`config.mk`:
```
export PLATFORM = sky130hd
export DESIGN_NAME = texel_format_decoder_top
export DESIGN_NICKNAME = d
export VERILOG_FILES = /design/src/tfd_pkg.sv /design/src/texel_format_decoder_top.sv /design/src/tfd_cmpr.sv /design/src/tfd_decode.sv
export SDC_FILE = /design/constraint.sdc
export NUM_CORES = 1
export LEC_CHECK = 0
export ABC_AREA = 1
export ABC_CLOCK_PERIOD_IN_PS = 4900
export BUFFER_PORTS_ARGS = -buffer_cell sky130_fd_sc_hd__buf_2
export CELL_PAD_IN_SITES_DETAIL_PLACEMENT = 1
export CELL_PAD_IN_SITES_GLOBAL_PLACEMENT = 2
export CORE_ASPECT_RATIO = 1.25
export CORE_MARGIN = 2
export CORE_UTILIZATION = 34
export CTS_CLUSTER_SIZE = 14
export DETAILED_ROUTE_END_ITERATION = 12
export PLACE_DENSITY = 0.88
export SLEW_MARGIN = 20
export SYNTH_ARGS = -nofsm -noshare
export SYNTH_HDL_FRONTEND = slang
export SYNTH_SLANG_ARGS = --single-unit
```
`constraint.sdc`:
```
create_clock -name clk -period 4.9 [get_ports clk]
set_input_delay 0.245 -clock clk [delete_from_list [all_inputs] [get_ports clk]]
set_output_delay 0.245 -clock clk [all_outputs]
set_load 0.05 [all_outputs]
```
`src/tfd_pkg.sv`:
```
// ----------------------------------------------------------------------------
// tfd_pkg
// shared types, format codes and helper functions for the texel decoder
// ----------------------------------------------------------------------------
package tfd_pkg;

  // format codes of the texture_format register
  localparam logic [3:0] FMT_I4     = 4'd0;
  localparam logic [3:0] FMT_I8     = 4'd1;
  localparam logic [3:0] FMT_IA4    = 4'd2;
  localparam logic [3:0] FMT_RGB565 = 4'd4;
  localparam logic [3:0] FMT_RGB5A3 = 4'd5;
  localparam logic [3:0] FMT_CMPR   = 4'd14;

  localparam logic [3:0] FMT_RESET  = FMT_I4;

  // input item
  typedef struct packed {
    logic [15:0] texel_word;
    logic        nibble_select;
    logic [15:0] color_zero;
    logic [15:0] color_one;
    logic [31:0] index_word;
    logic [3:0]  texel_position;
  } texel_in_t;

  // result item
  typedef struct packed {
    logic [15:0] pixel_argb1555;
    logic        bad_format;
  } texel_out_t;

  // opaque 1555 pixel from three 5-bit channels
  function automatic logic [15:0] pack555(input logic [4:0] r, input logic [4:0] g,
                                          input logic [4:0] b);
    return {1'b1, r, g, b};
  endfunction

  // x / 3 for x < 256 by reciprocal multiply (171 / 512)
  function automatic logic [7:0] div3(input logic [7:0] x);
    logic [16:0] prod;
    prod = 17'(x) * 17'd171;
    return prod[16:9];
  endfunction

endpackage

```
`src/texel_format_decoder_top.sv`:
```
// ----------------------------------------------------------------------------
// texel_format_decoder_top
// texel decoder: one texture texel in, one 1555 pixel out per item
// the result strobe is registered through the input reg and then the result reg
// throughput: one item per cycle, busy is never raised
// the receiver cannot stall, each result shows for exactly one cycle
// reset (rst, sync, active high) clears the valid pipeline and sets format to I4
// config writes are always ready and take effect on the next cycle
// ----------------------------------------------------------------------------
module texel_format_decoder_top (
  input  logic                 clk,
  input  logic                 rst,

  // item input, command style
  input  logic                 start,
  output logic                 busy,
  input  tfd_pkg::texel_in_t   texel_in,

  // format register write channel
  input  logic                 cfg_valid,
  output logic                 cfg_ready,
  input  logic [3:0]           cfg_data,

  // result output, one-cycle strobe
  output logic                 result_valid,
  output tfd_pkg::texel_out_t  result
);

  // format register
  logic [3:0] texture_format;

  // input register stage
  logic                stage_valid;
  tfd_pkg::texel_in_t  stage_texel;

  // decode output ahead of the result register
  tfd_pkg::texel_out_t result_next;

  // no loop or shared unit inside: a fresh item can enter every cycle
  assign busy      = 1'b0;
  assign cfg_ready = 1'b1;

  // format register; the user must write it only while no item is in flight, the block does not enforce this
  always_ff @(posedge clk) begin
    if (rst) begin
      texture_format <= tfd_pkg::FMT_RESET;
    end else if (cfg_valid && cfg_ready) begin
      texture_format <= cfg_data;
    end
  end

  // input register: capture the item on accept
  always_ff @(posedge clk) begin
    if (rst) begin
      stage_valid <= 1'b0;
    end else begin
      stage_valid <= start && !busy;
    end
  end

  always_ff @(posedge clk) begin
    if (start && !busy) begin
      stage_texel <= texel_in;
    end
  end

  // short decode logic between the two registers
  tfd_decode u_decode (
    .texture_format (texture_format),
    .texel          (stage_texel),
    .pixel          (result_next)
  );

  // result register: strobe high for one cycle per item
  always_ff @(posedge clk) begin
    if (rst) begin
      result_valid <= 1'b0;
    end else begin
      result_valid <= stage_valid;
    end
  end

  always_ff @(posedge clk) begin
    if (stage_valid) begin
      result <= result_next;
    end
  end

`ifndef NO_ASSERTIONS
  // every result strobe traces back to an accepted item, through the input and result registers
  a_strobe_from_start: assert property (@(posedge clk) disable iff (rst)
    result_valid |-> $past(start, 2))
    else $error("result strobe without an accepted item");

  // an unsupported format gives a zero pixel
  a_bad_is_zero: assert property (@(posedge clk) disable iff (rst)
    (result_valid && result.bad_format) |-> (result.pixel_argb1555 == 16'h0000))
    else $error("bad format with nonzero pixel");

  // a decoded pixel is always opaque
  a_alpha_set: assert property (@(posedge clk) disable iff (rst)
    (result_valid && !result.bad_format) |-> result.pixel_argb1555[15])
    else $error("decoded pixel without alpha bit");
`endif

endmodule

```
`src/tfd_cmpr.sv`:
```
// ----------------------------------------------------------------------------
// tfd_cmpr
// cmpr palette build from two 565 endpoints and 2-bit index pick
// ----------------------------------------------------------------------------
module tfd_cmpr (
  input  logic [15:0] color_zero,
  input  logic [15:0] color_one,
  input  logic [31:0] index_word,
  input  logic [3:0]  texel_position,
  output logic [15:0] color
);

  logic [4:0]  r0, r1, b0, b1;
  logic [5:0]  g0, g1;
  logic [7:0]  r_two, r_thr, g_two, g_thr, b_two, b_thr;
  logic [6:0]  r_mid, b_mid;
  logic [7:0]  g_mid;
  logic [15:0] entry2, entry3;
  logic [31:0] shifted;
  logic [1:0]  sel;

  assign r0 = color_zero[15:11];
  assign g0 = color_zero[10:5];
  assign b0 = color_zero[4:0];
  assign r1 = color_one[15:11];
  assign g1 = color_one[10:5];
  assign b1 = color_one[4:0];

  // two-thirds / one-third blends per component
  assign r_two = tfd_pkg::div3({2'b00, r0, 1'b0} + {3'b000, r1});
  assign r_thr = tfd_pkg::div3({3'b000, r0} + {2'b00, r1, 1'b0});
  assign g_two = tfd_pkg::div3({1'b0, g0, 1'b0} + {2'b00, g1});
  assign g_thr = tfd_pkg::div3({2'b00, g0} + {1'b0, g1, 1'b0});
  assign b_two = tfd_pkg::div3({2'b00, b0, 1'b0} + {3'b000, b1});
  assign b_thr = tfd_pkg::div3({3'b000, b0} + {2'b00, b1, 1'b0});

  // midpoint sums
  assign r_mid = {2'b00, r0} + {2'b00, r1};
  assign g_mid = {2'b00, g0} + {2'b00, g1};
  assign b_mid = {2'b00, b0} + {2'b00, b1};

  always_comb begin
    if (color_zero > color_one) begin
      entry2 = {r_two[4:0], g_two[5:0], b_two[4:0]};
      entry3 = {r_thr[4:0], g_thr[5:0], b_thr[4:0]};
    end else begin
      entry2 = {r_mid[5:1], g_mid[6:1], b_mid[5:1]};
      entry3 = 16'h0000;
    end
  end

  // texel 0 sits in the top two bits: shift by 2 * (15 - position)
  assign shifted = index_word >> {~texel_position, 1'b0};
  assign sel     = shifted[1:0];

  always_comb begin
    case (sel)
      2'd0:    color = color_zero;
      2'd1:    color = color_one;
      2'd2:    color = entry2;
      2'd3:    color = entry3;
      default: color = 16'h0000;
    endcase
  end

endmodule

```
`src/tfd_decode.sv`:
```
// ----------------------------------------------------------------------------
// tfd_decode
// per-format texel decode into one 1555 pixel
// ----------------------------------------------------------------------------
module tfd_decode (
  input  logic [3:0]         texture_format,
  input  tfd_pkg::texel_in_t texel,
  output tfd_pkg::texel_out_t pixel
);

  logic [7:0]  byte_val;
  logic [3:0]  nib;
  logic [15:0] word;
  logic [15:0] cmpr_color;

  assign word     = texel.texel_word;
  assign byte_val = word[7:0];
  assign nib      = texel.nibble_select ? byte_val[3:0] : byte_val[7:4];

  tfd_cmpr u_cmpr (
    .color_zero     (texel.color_zero),
    .color_one      (texel.color_one),
    .index_word     (texel.index_word),
    .texel_position (texel.texel_position),
    .color          (cmpr_color)
  );

  always_comb begin
    pixel.pixel_argb1555 = 16'h0000;
    pixel.bad_format     = 1'b0;
    case (texture_format)
      tfd_pkg::FMT_I4: begin
        pixel.pixel_argb1555 = tfd_pkg::pack555({nib, nib[3]}, {nib, nib[3]}, {nib, nib[3]});
      end
      tfd_pkg::FMT_I8: begin
        pixel.pixel_argb1555 = tfd_pkg::pack555(byte_val[7:3], byte_val[7:3], byte_val[7:3]);
      end
      tfd_pkg::FMT_IA4: begin
        pixel.pixel_argb1555 = tfd_pkg::pack555({byte_val[3:0], byte_val[3]},
                                                {byte_val[3:0], byte_val[3]},
                                                {byte_val[3:0], byte_val[3]});
      end
      tfd_pkg::FMT_RGB565: begin
        pixel.pixel_argb1555 = tfd_pkg::pack555(word[15:11], word[10:6], word[4:0]);
      end
      tfd_pkg::FMT_RGB5A3: begin
        if (word[15]) begin
          pixel.pixel_argb1555 = tfd_pkg::pack555(word[14:10], word[9:5], word[4:0]);
        end else begin
          pixel.pixel_argb1555 = tfd_pkg::pack555({word[11:8], 1'b0}, {word[7:4], 1'b0},
                                                  {word[3:0], 1'b0});
        end
      end
      tfd_pkg::FMT_CMPR: begin
        pixel.pixel_argb1555 = tfd_pkg::pack555(cmpr_color[15:11], cmpr_color[10:6],
                                                cmpr_color[4:0]);
      end
      default: begin
        pixel.pixel_argb1555 = 16'h0000;
        pixel.bad_format     = 1'b1;
      end
    endcase
  end

endmodule

```
== After elaboration in Yosys (flattened, before gate mapping) ==
Index checks and enable logic that the tools add are counted.

* Add/sub/neg operators: 9
* Multiply operators: 6
* Magnitude comparators: 1
* Eq/ne operators: 8
* Shift operators: 1
* Mux-type cells: 7
* Bitwise logic cells: 1
* Reductions and logical operators: 3

{| class="wikitable"
|+ Operators with widths
! kind !! number
|-
| 16-bit case mux with 6 select lines || 1
|-
| 16-bit case mux with 4 select lines || 1
|-
| 7-bit by 8-bit multiplier with 14-bit output (second input constant) || 3
|-
| 16-bit two-way mux || 2
|-
| 32-bit by 5-bit >> shifter with 2-bit output || 1
|-
| 8-bit by 8-bit multiplier with 15-bit output (second input constant) || 2
|-
| 16-bit greater-than comparator || 1
|-
| 15-bit two-way mux || 1
|-
| 5-bit by 6-bit adder with 7-bit output || 2
|-
| 6-bit by 5-bit adder with 7-bit output || 2
|-
| 8-bit by 8-bit multiplier with 14-bit output (second input constant) || 1
|-
| 5-bit by 5-bit adder with 6-bit output || 2
|-
| 6-bit by 7-bit adder with 8-bit output || 1
|-
| 7-bit by 6-bit adder with 8-bit output || 1
|-
| 4-bit by 3-bit equality test with 1-bit output (second input constant) || 2
|-
| 6-bit by 6-bit adder with 7-bit output || 1
|-
| 6-bit OR reduction || 1
|-
| 2-bit equality test (second input constant) || 2
|-
| 4-bit by 1-bit equality test with 1-bit output (second input constant) || 1
|-
| 4-bit by 2-bit equality test with 1-bit output (second input constant) || 1
|-
| 4-bit equality test (second input constant) || 1
|-
| 4-bit zero test || 1
|-
| 4-bit two-way mux || 1
|-
| 4-bit NOT || 1
|-
| other kinds (3) || 3
|}

* Register bits after elaboration: 108
* Input bits: 93
* Output and inout bits: 20
* Word-level logic and storage cells: 47

== Logic depth before layout (Yosys ltp) ==
Gate-level depths: netlist of run 1.

* Word-level depth: 5
* Gate-level depth with buffers: 27
* Mapped depth without buffers: 27

== Modules after synthesis ==
Synthesis of run 1 repeated with hierarchy kept, for this count alone.

* Cell total of the unflattened synthesis: 1803
* Area total of the unflattened synthesis: 13982.2 um^2

{| class="wikitable"
|+ By module, submodules not included
! module !! times used !! cells an instance !! area an instance (um^2) !! sequential area each (um^2)
|-
| tfd_cmpr || 1 || 1455 || 9781.9 || 0.0
|-
| texel_format_decoder_top || 1 || 138 || 3313.2 || 3183.1
|-
| tfd_decode || 1 || 210 || 887.1 || 0.0
|}

== Worst setup path before layout of run 1 ==
OpenSTA, ideal clock, no wires.

* Path type: reg-to-reg
* Start: register stage_texel[47] (netlist name)
* End: register result[11] (netlist name), data pin
* Setup time: 0.260 ns
* Arrival time: 4.608 ns
* Required time: 4.640 ns
* Slack: 0.032 ns
* Cell stages (with the launch flop): 25
* Buffers on the path: 0
* Period minus slack after synthesis: 4.868 ns
* Cell sequence: edfxtp_1 -> ha_1 -> inv_1 -> fa_1 -> o21ai_0 -> xor2_1 -> inv_1 -> ha_1 -> inv_1 -> fa_1 -> fa_1 -> inv_1 -> fa_1 -> ha_1 -> nand2_1 -> inv_1 -> nand2_1 -> nand3_1 -> a21oi_1 -> xor2_1 -> nor2_1 -> nand2_1 -> nand3_1 -> nand2_1 -> nand2_1

{| class="wikitable"
|+ RTL lines
! item !! line !! RTL
|-
| start: declaration || texel_format_decoder_top.sv:34 || <nowiki>tfd_pkg::texel_in_t stage_texel;</nowiki>
|-
| start signal: assignment || texel_format_decoder_top.sv:63 || <nowiki>stage_texel <= texel_in;</nowiki>
|-
| end signal: assignment || texel_format_decoder_top.sv:85 || <nowiki>result <= result_next;</nowiki>
|-
| end: declaration || texel_format_decoder_top.sv:26 || <nowiki>output tfd_pkg::texel_out_t result</nowiki>
|}

==> results of run 1 <==
cell type report:
class                      count  area (µm²)
fill                        4792       22500
multi-input combinational   1267       10000
sequential                   108        3180
timing repair buffer         221        1410
inverter                     331        1240
tap                          498         623
clock buffer                  10         239
clock inverter                 6        63.8
stage by stage:
stage          area (µm²)  setup WS, ns  setup TNS, ns  util, %  hold slack [ns]
4_1_cts             15700       -0.0423        -0.0423     39.9           0.0179
2_1_floorplan       13600        0.0316              0        -            0.314
6_report            16800        0.0788              0     42.7           0.0318
3_5_place_dp        15300        -0.173         -0.772     38.9            0.423
3_3_place_gp        15300      -0.00404       -0.00404     38.9            0.421
5_1_grt             16800        -0.161         -0.940     42.7           0.0199
worst max-delay path: cells and delay by family (launching register included):
kind / cells / cell delay, ns
AO/OA/AOI/OAI: 2 / 0.32
XOR/XNOR: 2 / 0.41
adder cells (fa/ha/maj): 6 / 2.22
buffers and inverters: 5 / 0.42
flip-flops: 1 / 0.40
AND/OR/NAND/NOR: 10 / 0.81
metal layers:
metal	track usage (%)	vias to the layer above	wire length, µm
li1	-	5996	-
met1	21.7	5940	16300
met2	37.5	162	22800
met3	2.06	62	960
met4	6.95	0	1300
met5	0	-	0
kinds of logic after synthesis:
logic type / Yosys count / share of synthesized area [%]
AND/OR/NAND/NOR: 705 / 21.7
buffers and inverters: 346 / 10.1
adder cells (fa/ha/maj): 336 / 34.5
AO/OA/AOI/OAI: 183 / 7.66
flip-flops: 108 / 23.4
XOR/XNOR: 41 / 2.64
other: 2 / 0.0552
path summary, 6_finish.rpt:
| path | endpoint | cells past startpoint | slack [ns] |
|---|---|---|---|
| setup / recovery | result[11] | 25 | 0.08 |
| hold / removal | stage_texel[83] | 1 | 0.03 |
| setup reg to reg | result[11] | 25 | 0.08 |
| hold reg to reg | texture_format[0] | 2 | 0.54 |
state kept, by name, indices dropped and copies added, names as in the netlist:
| name | cells |
|---|---|
| stage_texel | 85 |
| result | 17 |
| texture_format | 4 |
| result_valid | 1 |
| stage_valid | 1 |
layout by cell type (no fill, tap or decap), types with 7 or more instances in the layout:
master / instances
nand2_1: 375
inv_1: 313
ha_1: 223
nor2_1: 147
buf_2: 109
buf_4: 106
edfxtp_1: 102
nand3_1: 84
a21oi_1: 60
fa_1: 55
ha_4: 41
o21ai_0: 33
xor2_1: 24
o21ai_1: 20
a21oi_2: 19
nand2_2: 17
inv_2: 17
nand3_2: 17
nand4_1: 16
nor2_2: 16
fa_2: 11
xor2_2: 10
o21bai_1: 9
nand3b_1: 9
clkbuf_16: 9
nand2_4: 8
xnor2_1: 7
nor3_1: 7
a21o_1: 7
repair_timing:
item,CTS,global route
pin swaps,8,95
resized for setup,17,173
cloned,0,0
setup buffers,4,27
setup endpoints to repair,11,15
==> reports/metrics.cfg, run 1 <==
[outcome]
status=finished, final reports clean

[worst_hold_path]
min-delay-start=texel_in[83]
hold_class=input pin to flip-flop

[floorplanning]
dieArea_um2=41700
initial_core_util_pct=34.6
rows=81
ios=113
die_h_um=228
fp.coreArea_um2=39300
die_x_um=183

[worst_setup_path]
crit_path_start_kind=flip-flop
r2r_start=stage_texel[66]
startpoint=stage_texel[66]
critical_path_arrival_ns=4.96
required_ns=5.04
end_kind=flip-flop
slowest_stage=fa_2
slowest_delay_ns=0.54
path_class=flip-flop to flip-flop
crit_fanout=4

[synthesis]
synth_top_area_share_pct=24.8
synth_seq_area_share_pct=23.4
yosysUniqueCellTypes=46
syn-num-nets=2150
netlist_area_um2=13600
yosys.area.top_type=ha_1
synth_warnings=0
synth_seq_cells=108
synth.avg_cell_area_um2=7.91
netlist_instances=1721
synthFlopType=edfxtp_1
synth_edf_count=102
yosys.cell_count.top_type=nand2_1
netlist_top_cells_count=396 x nand2_1, 326 x inv_1, 270 x ha_1, 162 x nor2_1, 102 x edfxtp_1
synth_area_leaders=ha_1 25%, edfxtp_1 22%, nand2_1 11%
async_flop_share_pct=0

[timing]
period_share_pct=98.4
slew_headroom_pct=38.5
setup_viol=0
hold_viol_final=0
min_period_ns=4.82
tightestPinTransition_ns=0.921
clock_skew_ns=0.0146
finalMaxSlewViolations=0
max_freq_mhz=207
rsz0062_at_grt=yes

[clock_network]
insertion_delay_ns=0.39
cts_max_level=3
clkTransAtPathRegs_ns=0.09
clockBufferDepth=2
cts_root_buf=clkbuf_16
tritoncts=yes
cts_sinks=108
cts_buffers=9
cts_hold_buf=0

[flow_run]
drv_cap=0

[global_route]
grt_pass1_vias=13200
overflow=0
track_usage_pct=19.4
antenna_found_initial=0
grt_pass1_wl_mm=65.1
grt_start_max_net_pins=59

[route]
drc=0
ant_nets=0
drtIter0Drc=420
drt-total-wl_mm=41.3
viasPerCell=4.98
wl_per_cell_um=16.9
dr.pass1.iters=4
num_vias=12200

[final_layout]
drive_gt1_share_pct=21.5
antenna_cells=0
syn2layout_area_growth_pct=23.3
fin_nets=2367
final_cells=2441

[placement]
globalplace.congestion=0.870
dp.cells=2395
dp_hpwl_mm=34.4
portBuffers=110

Power of run 1 is not shown: default switching activity piles up to over one toggle a cycle in this logic, so the estimate is an artifact.
==> inputs of run 2 (changes only) <==
Settings changed: CORE_MARGIN 2 to 4.
==> run 2 against run 1 <==
  * Hold slack got worse by 0.014 ns
  * Critical path depth shrank 1
  * Critical path type unchanged
  * Cell area fell by 0.13%
  * Largest cell class unchanged
  * Non-clock buffer count shrank 2
  * Sequential share of layout area about the same
  * Flip-flop and latch count stayed put
==> reports/metrics.cfg, run 2 (synthesis gave the netlist of run 1 again) <==
[worst_setup_path]
r2r_start=stage_texel[49]  ; was stage_texel[66]
path_class=flip-flop to flip-flop  ; unchanged
worstPathCellList=buf_6 -> ha_4 -> nand2_4 -> nand2_4 -> a31oi_4 -> xor2_1 -> inv_1 -> ha_4 -> inv_1 -> fa_1 -> fa_1 -> inv_1 -> fa_2 -> ha_4 -> nand2_1 -> o21ai_0 -> nand2_1 -> nand3_1 -> xor2_1 -> inv_1 -> nand2_1 -> nand3_1 -> nand2_1 -> nand2_1
required_ns=5.04  ; about the same
end_kind=flip-flop  ; unchanged
critical_path_arrival_ns=5.02  ; was 4.96 ns
slowest_stage=fa_1  ; was fa_2
reg2reg_depth=24  ; was 25
r2r-end=result[14]  ; was result[11]
worstPathBufferInverterCount=5  ; unchanged
crit_path_start_kind=flip-flop  ; unchanged
startpoint=stage_texel[49]  ; was stage_texel[66]
cpMostUsedCell=nand2_1
slowest_delay_ns=0.55  ; was 0.54 ns
r2r_setup_slack_ns=0.02  ; was 0.08 ns
path_delay_family=adder cells  ; unchanged
crit_fanout=4  ; unchanged

[clock_network]
cts_sinks=108  ; unchanged
cts_max_level=3  ; unchanged
clockBufferDepth=2  ; unchanged
cts_buffers=9  ; unchanged
tritoncts=yes  ; unchanged
clkTransAtPathRegs_ns=0.10  ; was 0.09 ns
insertion_delay_ns=0.39  ; about the same
cts_root_buf=clkbuf_16  ; unchanged

[timing]
max_freq_mhz=205  ; was 207 MHz
tightestPinTransition_ns=0.908  ; was 0.921 ns
setup_viol=0  ; unchanged
finalHoldWorstSlack_ns=0.0183  ; was 0.0318 ns
hold_viol_final=0  ; unchanged
period_share_pct=99.7  ; was 98.4%
clock_skew_ns=0.0217  ; was 0.0146 ns
slew_headroom_pct=39.4  ; was 38.5%
tns_ns=0  ; unchanged
finalMaxSlewViolations=0  ; unchanged
rsz0062_at_grt=yes  ; unchanged
min_period_ns=4.88  ; was 4.82 ns
layout_setup_ws_ns=0.0151  ; was 0.0788 ns

[final_layout]
layout_common_cells=375 x nand2_1, 317 x inv_1, 226 x ha_1  ; was 375 x nand2_1, 313 x inv_1, 223 x ha_1
top_regs=stage_texel x85, result x17, texture_format x4  ; unchanged
layout_commonest_cell=nand2_1  ; unchanged
antenna_cells=0  ; unchanged
final_cells=2439  ; was 2441
largest_reg_flops=85  ; unchanged
top_register=stage_texel  ; unchanged
syn2layout_area_growth_pct=23.1  ; was 23.3%
drive_gt1_share_pct=20.7  ; was 21.5%
fillCellCount=4740  ; was 4792
fin_nets=2365  ; was 2367

[placement]
dp.cells=2398  ; was 2395
portBuffers=110  ; unchanged
dp_slack_ns=-0.126  ; was -0.173 ns
globalplace.congestion=0.895  ; was 0.870
dp_hpwl_mm=34.7  ; was 34.4 mm

[route]
wl_met1_mm=16.3  ; about the same
viasPerCell=5.00  ; was 4.98
drc=0  ; unchanged
dr.pass1.iters=4  ; unchanged
routed-wl-met2_mm=23.3  ; was 22.8 mm
drt-total-wl_mm=42.8  ; was 41.3 mm
num_vias=12200  ; about the same
drtIter0Drc=356  ; was 420
ant_nets=0  ; unchanged
wl_per_cell_um=17.5  ; was 16.9 µm
wl_met3_mm=1.46  ; was 960 µm
top_layer=met5  ; was met4

[outcome]
status=finished, final reports clean  ; unchanged

[worst_hold_path]
min-delay-start=texel_in[83]  ; unchanged
whs_endpoint=stage_texel[83]  ; unchanged
hold_class=input pin to flip-flop  ; unchanged
whs_path_depth=1  ; unchanged

[floorplanning]
rows=81  ; unchanged
initial_core_util_pct=34.6  ; unchanged
dieArea_um2=43300  ; was 41700 µm²
die_x_um=187  ; was 183 µm
fp.coreArea_um2=39300  ; unchanged
die_h_um=232  ; was 228 µm
ios=113  ; unchanged

[global_route]
grt_pass1_vias=13300  ; was 13200
track_usage_pct=18.4  ; was 19.4%
grt_start_max_net_pins=67  ; was 59
grt_pass1_wl_mm=65.0  ; was 65.1 mm
overflow=0  ; unchanged
antenna_found_initial=1  ; was 0

[flow_run]
drv_cap=0  ; unchanged

run 2: worst max path at each step:
stage	end	slack, ns	depth (start not counted)
6_report	result[14]	0.02	24
3_3_place_gp	result[7]	0.01	20
4_1_cts	result[10]	0.002	23
2_1_floorplan	result[11]	0.03	24
3_5_place_dp	result[11]	-0.13	24
5_1_grt	result[11]	-0.16	25
run 2: through the flow:
stage	utilization, %	instance area [µm²]
final	42.6	16800
after global routing	42.6	16800
after CTS	39.9	15700
after detailed placement	38.9	15300
after global placement	38.9	15300
after floorplan	-	13600
run 2: worst reg2reg max path, delay by kind of cell (launching register included):
| family | cells | cell delay, ns |
|---|---|---|
| compound gates | 2 | 0.36 |
| xor+xnor | 2 | 0.38 |
| fa+ha+maj | 6 | 2.28 |
| buf+inv | 5 | 0.46 |
| flops | 1 | 0.46 |
| simple gates | 9 | 0.68 |
run 2: timing repair:
| item | CTS | global route |
|---|---|---|
| hold buffers | 0 | 0 |
| setup buffers | 3 | 22 |
| hold endpoints to repair | 0 | 0 |
| setup endpoints to repair | 12 | 15 |
| pin swaps | 10 | 87 |
| resized for setup | 17 | 165 |
run 2: layout make-up:
class | count | area, µm² | area share [%]
clock inverter | 6 | 65.1 | 0.388
clock buffer | 10 | 239 | 1.43
multi-input combinational | 1267 | 9990 | 59.6
timing repair buffer | 219 | 1420 | 8.45
sequential | 108 | 3180 | 19.0
inverter | 331 | 1240 | 7.43
tap | 498 | 623 | 3.72
run 2: routing by layer:
layer / track usage, % / up-vias
met5: 0 / -
met4: 6.75 / 2
met3: 2.96 / 94
met2: 36.5 / 216
met1: 19.5 / 5899
li1: - / 5990
Power of run 2 is left out for the same reason.
==> inputs of run 3 (changes only) <==
Settings changed: CTS_BUF_LIST from default to sky130_fd_sc_hd__clkbuf_2.
==> run 3 against run 2 <==
  * Critical path depth is the same
  * Sequential share of layout area fell by 1.1 points
  * Setup slack gained 0.027 ns
  * Wire length grew 9.0%
  * Global-route usage increased by 1.5 points
  * Highest routed layer is now met4
  * Hold slack gained 0.12 ns
  * Fmax grew 0.56%
  * Utilization grew 2.5 points
  * Via count grew 4.7%
  * Final cell count up 4.3%
==> reports/metrics.cfg, run 3 (synthesis gave the netlist of run 1 again) <==
[floorplanning]
initial_core_util_pct=34.6  ; unchanged
rows=81  ; unchanged
ios=113  ; unchanged
die_x_um=187  ; unchanged
die_h_um=232  ; unchanged
dieArea_um2=43300  ; unchanged
fp.coreArea_um2=39300  ; unchanged

[clock_network]
cts_root_buf=clkbuf_2  ; was clkbuf_16
insertion_delay_ns=0.78  ; was 0.39 ns
tritoncts=yes  ; unchanged
clockBufferDepth=2  ; unchanged
clkTransAtPathRegs_ns=0.41  ; was 0.10 ns
cts_buffers=9  ; unchanged
cts_sinks=108  ; unchanged
cts_max_level=3  ; unchanged

[final_layout]
final_cells=2543  ; was 2439
largest_reg_flops=85  ; unchanged
drive_gt1_share_pct=21.8  ; was 20.7%
syn2layout_area_growth_pct=30.5  ; was 23.1%
top_register=stage_texel  ; unchanged
layout_common_cells=367 x nand2_1, 312 x inv_1, 222 x ha_1  ; was 375 x nand2_1, 317 x inv_1, 226 x ha_1
top_regs=stage_texel x85, result x17, texture_format x4  ; unchanged
layout_commonest_cell=nand2_1  ; unchanged
final_util_pct=45.2  ; was 42.6%
fin_nets=2468  ; was 2365
fillCellCount=4696  ; was 4740

[global_route]
grt_start_max_net_pins=67  ; unchanged
met3_usage_pct=2.47  ; was 2.96%
grt_pass1_wl_mm=70.2  ; was 65.0 mm
grt_pass1_vias=14100  ; was 13300
met2_usage_pct=39.9  ; was 36.5%
antenna_found_initial=1  ; unchanged
use_met1_pct=21.0  ; was 19.5%
overflow=0  ; unchanged
track_usage_pct=19.9  ; was 18.4%
top_usage_layer=met2  ; unchanged

[route]
drt-total-wl_mm=46.6  ; was 42.8 mm
drtIter0Drc=458  ; was 356
ant_nets=0  ; unchanged
dr.pass1.iters=4  ; unchanged
drc=0  ; unchanged
num_vias=12800  ; was 12200
viasPerCell=5.02  ; was 5.00
wl_per_cell_um=18.3  ; was 17.5 µm

[worst_setup_path]
crit_fanout=3  ; was 4
end_kind=flip-flop  ; unchanged
crit_path_start_kind=flip-flop  ; unchanged
critical_path_arrival_ns=5.43  ; was 5.02 ns
path_class=flip-flop to flip-flop  ; unchanged
required_ns=5.47  ; was 5.04 ns

[timing]
hold_viol_final=0  ; unchanged
max_freq_mhz=206  ; was 205 MHz
rsz0062_at_grt=yes  ; unchanged
finalMaxSlewViolations=0  ; unchanged
period_share_pct=99.1  ; was 99.7%
clock_skew_ns=0.0858  ; was 0.0217 ns
tightestPinTransition_ns=0.910  ; was 0.908 ns
setup_viol=0  ; unchanged
min_period_ns=4.86  ; was 4.88 ns
slew_headroom_pct=39.2  ; was 39.4%
layout_setup_ws_ns=0.0425  ; was 0.0151 ns

[worst_hold_path]
hold_class=input pin to flip-flop  ; unchanged

[flow_run]
drv_cap=0  ; unchanged

[outcome]
status=finished, final reports clean  ; unchanged

[placement]
dp_hpwl_mm=34.7  ; unchanged
portBuffers=110  ; unchanged
dp_slack_ns=-0.126  ; unchanged
dp.cells=2398  ; unchanged
globalplace.congestion=0.895  ; unchanged

## run 3: changes by cell type in the layout (fill, tap and decap cells not counted), sizes merged
cell,change
dlygate4sd3,+97
diode,+1
clkinv,+1
buf,+6
clkbuf,-1
## run 3: what timing repair did
action	4_1_cts	5_1_grt
resized for setup	19	206
endpoints found under the hold margin	111	0
buffers inserted	7	25
pin swaps	13	106
hold buffers	97	0
endpoints found under the setup margin	15	15
## run 3: layout make-up
type	instances	area (µm²)	area share, %
sequential	108	3180	17.9
clock inverter	7	68.8	0.387
tap	498	623	3.51
timing repair buffer	322	2430	13.7
clock buffer	9	45.0	0.254
antenna	1	2.50	0.0141
inverter	331	1240	7.01
multi-input combinational	1267	10200	57.2
## run 3: final timing paths
| kind | start | to | slack [ns] | cells after the start |
|---|---|---|---|---|
| setup / recovery | stage_texel[64] | result[11] | 0.04 | 24 |
| hold / removal | texel_in[84] | stage_texel[84] | 0.14 | 2 |
| setup reg to reg | stage_texel[64] | result[11] | 0.04 | 24 |
| hold reg to reg | stage_texel[79] | result[11] | 0.69 | 2 |
## run 3: through the flow
step,setup TNS (ns),hold WS [ns],cell area [µm²]
5_1_grt,-1.26,0.0794,17800
4_1_cts,0,0.112,16500
3_5_place_dp,-0.453,0.424,15300
3_3_place_gp,0,0.421,15300
2_1_floorplan,0,0.314,13600
6_report,0,0.141,17800
## run 3: layer usage
layer | up-vias | routed length [µm] | part of all wire (%)
li1 | 6200 | - | -
met1 | 6221 | 17600 | 38
met2 | 259 | 25600 | 55
met3 | 97 | 1610 | 3.5
met4 | 0 | 1840 | 4.0
met5 | - | 0 | 0
## run 3: critical path: stages, from the launching register on
cell and delay, ns:
edfxtp_1 0.50, ha_2 0.21, inv_1 0.06, fa_2 0.39
o21ai_4 0.16, xor2_2 0.21, inv_1 0.08, ha_1 0.29
inv_1 0.06, fa_2 0.36, fa_1 0.54, inv_2 0.05
fa_2 0.54, ha_4 0.22, nand2_4 0.08, inv_2 0.04
nand2_2 0.06, nand3_2 0.09, a21oi_4 0.14, xor2_2 0.20
nor2_1 0.07, nand2_1 0.10, nand3_1 0.08, nand2_1 0.06
nand2_1 0.04
Power of run 3 is left out for the same reason.
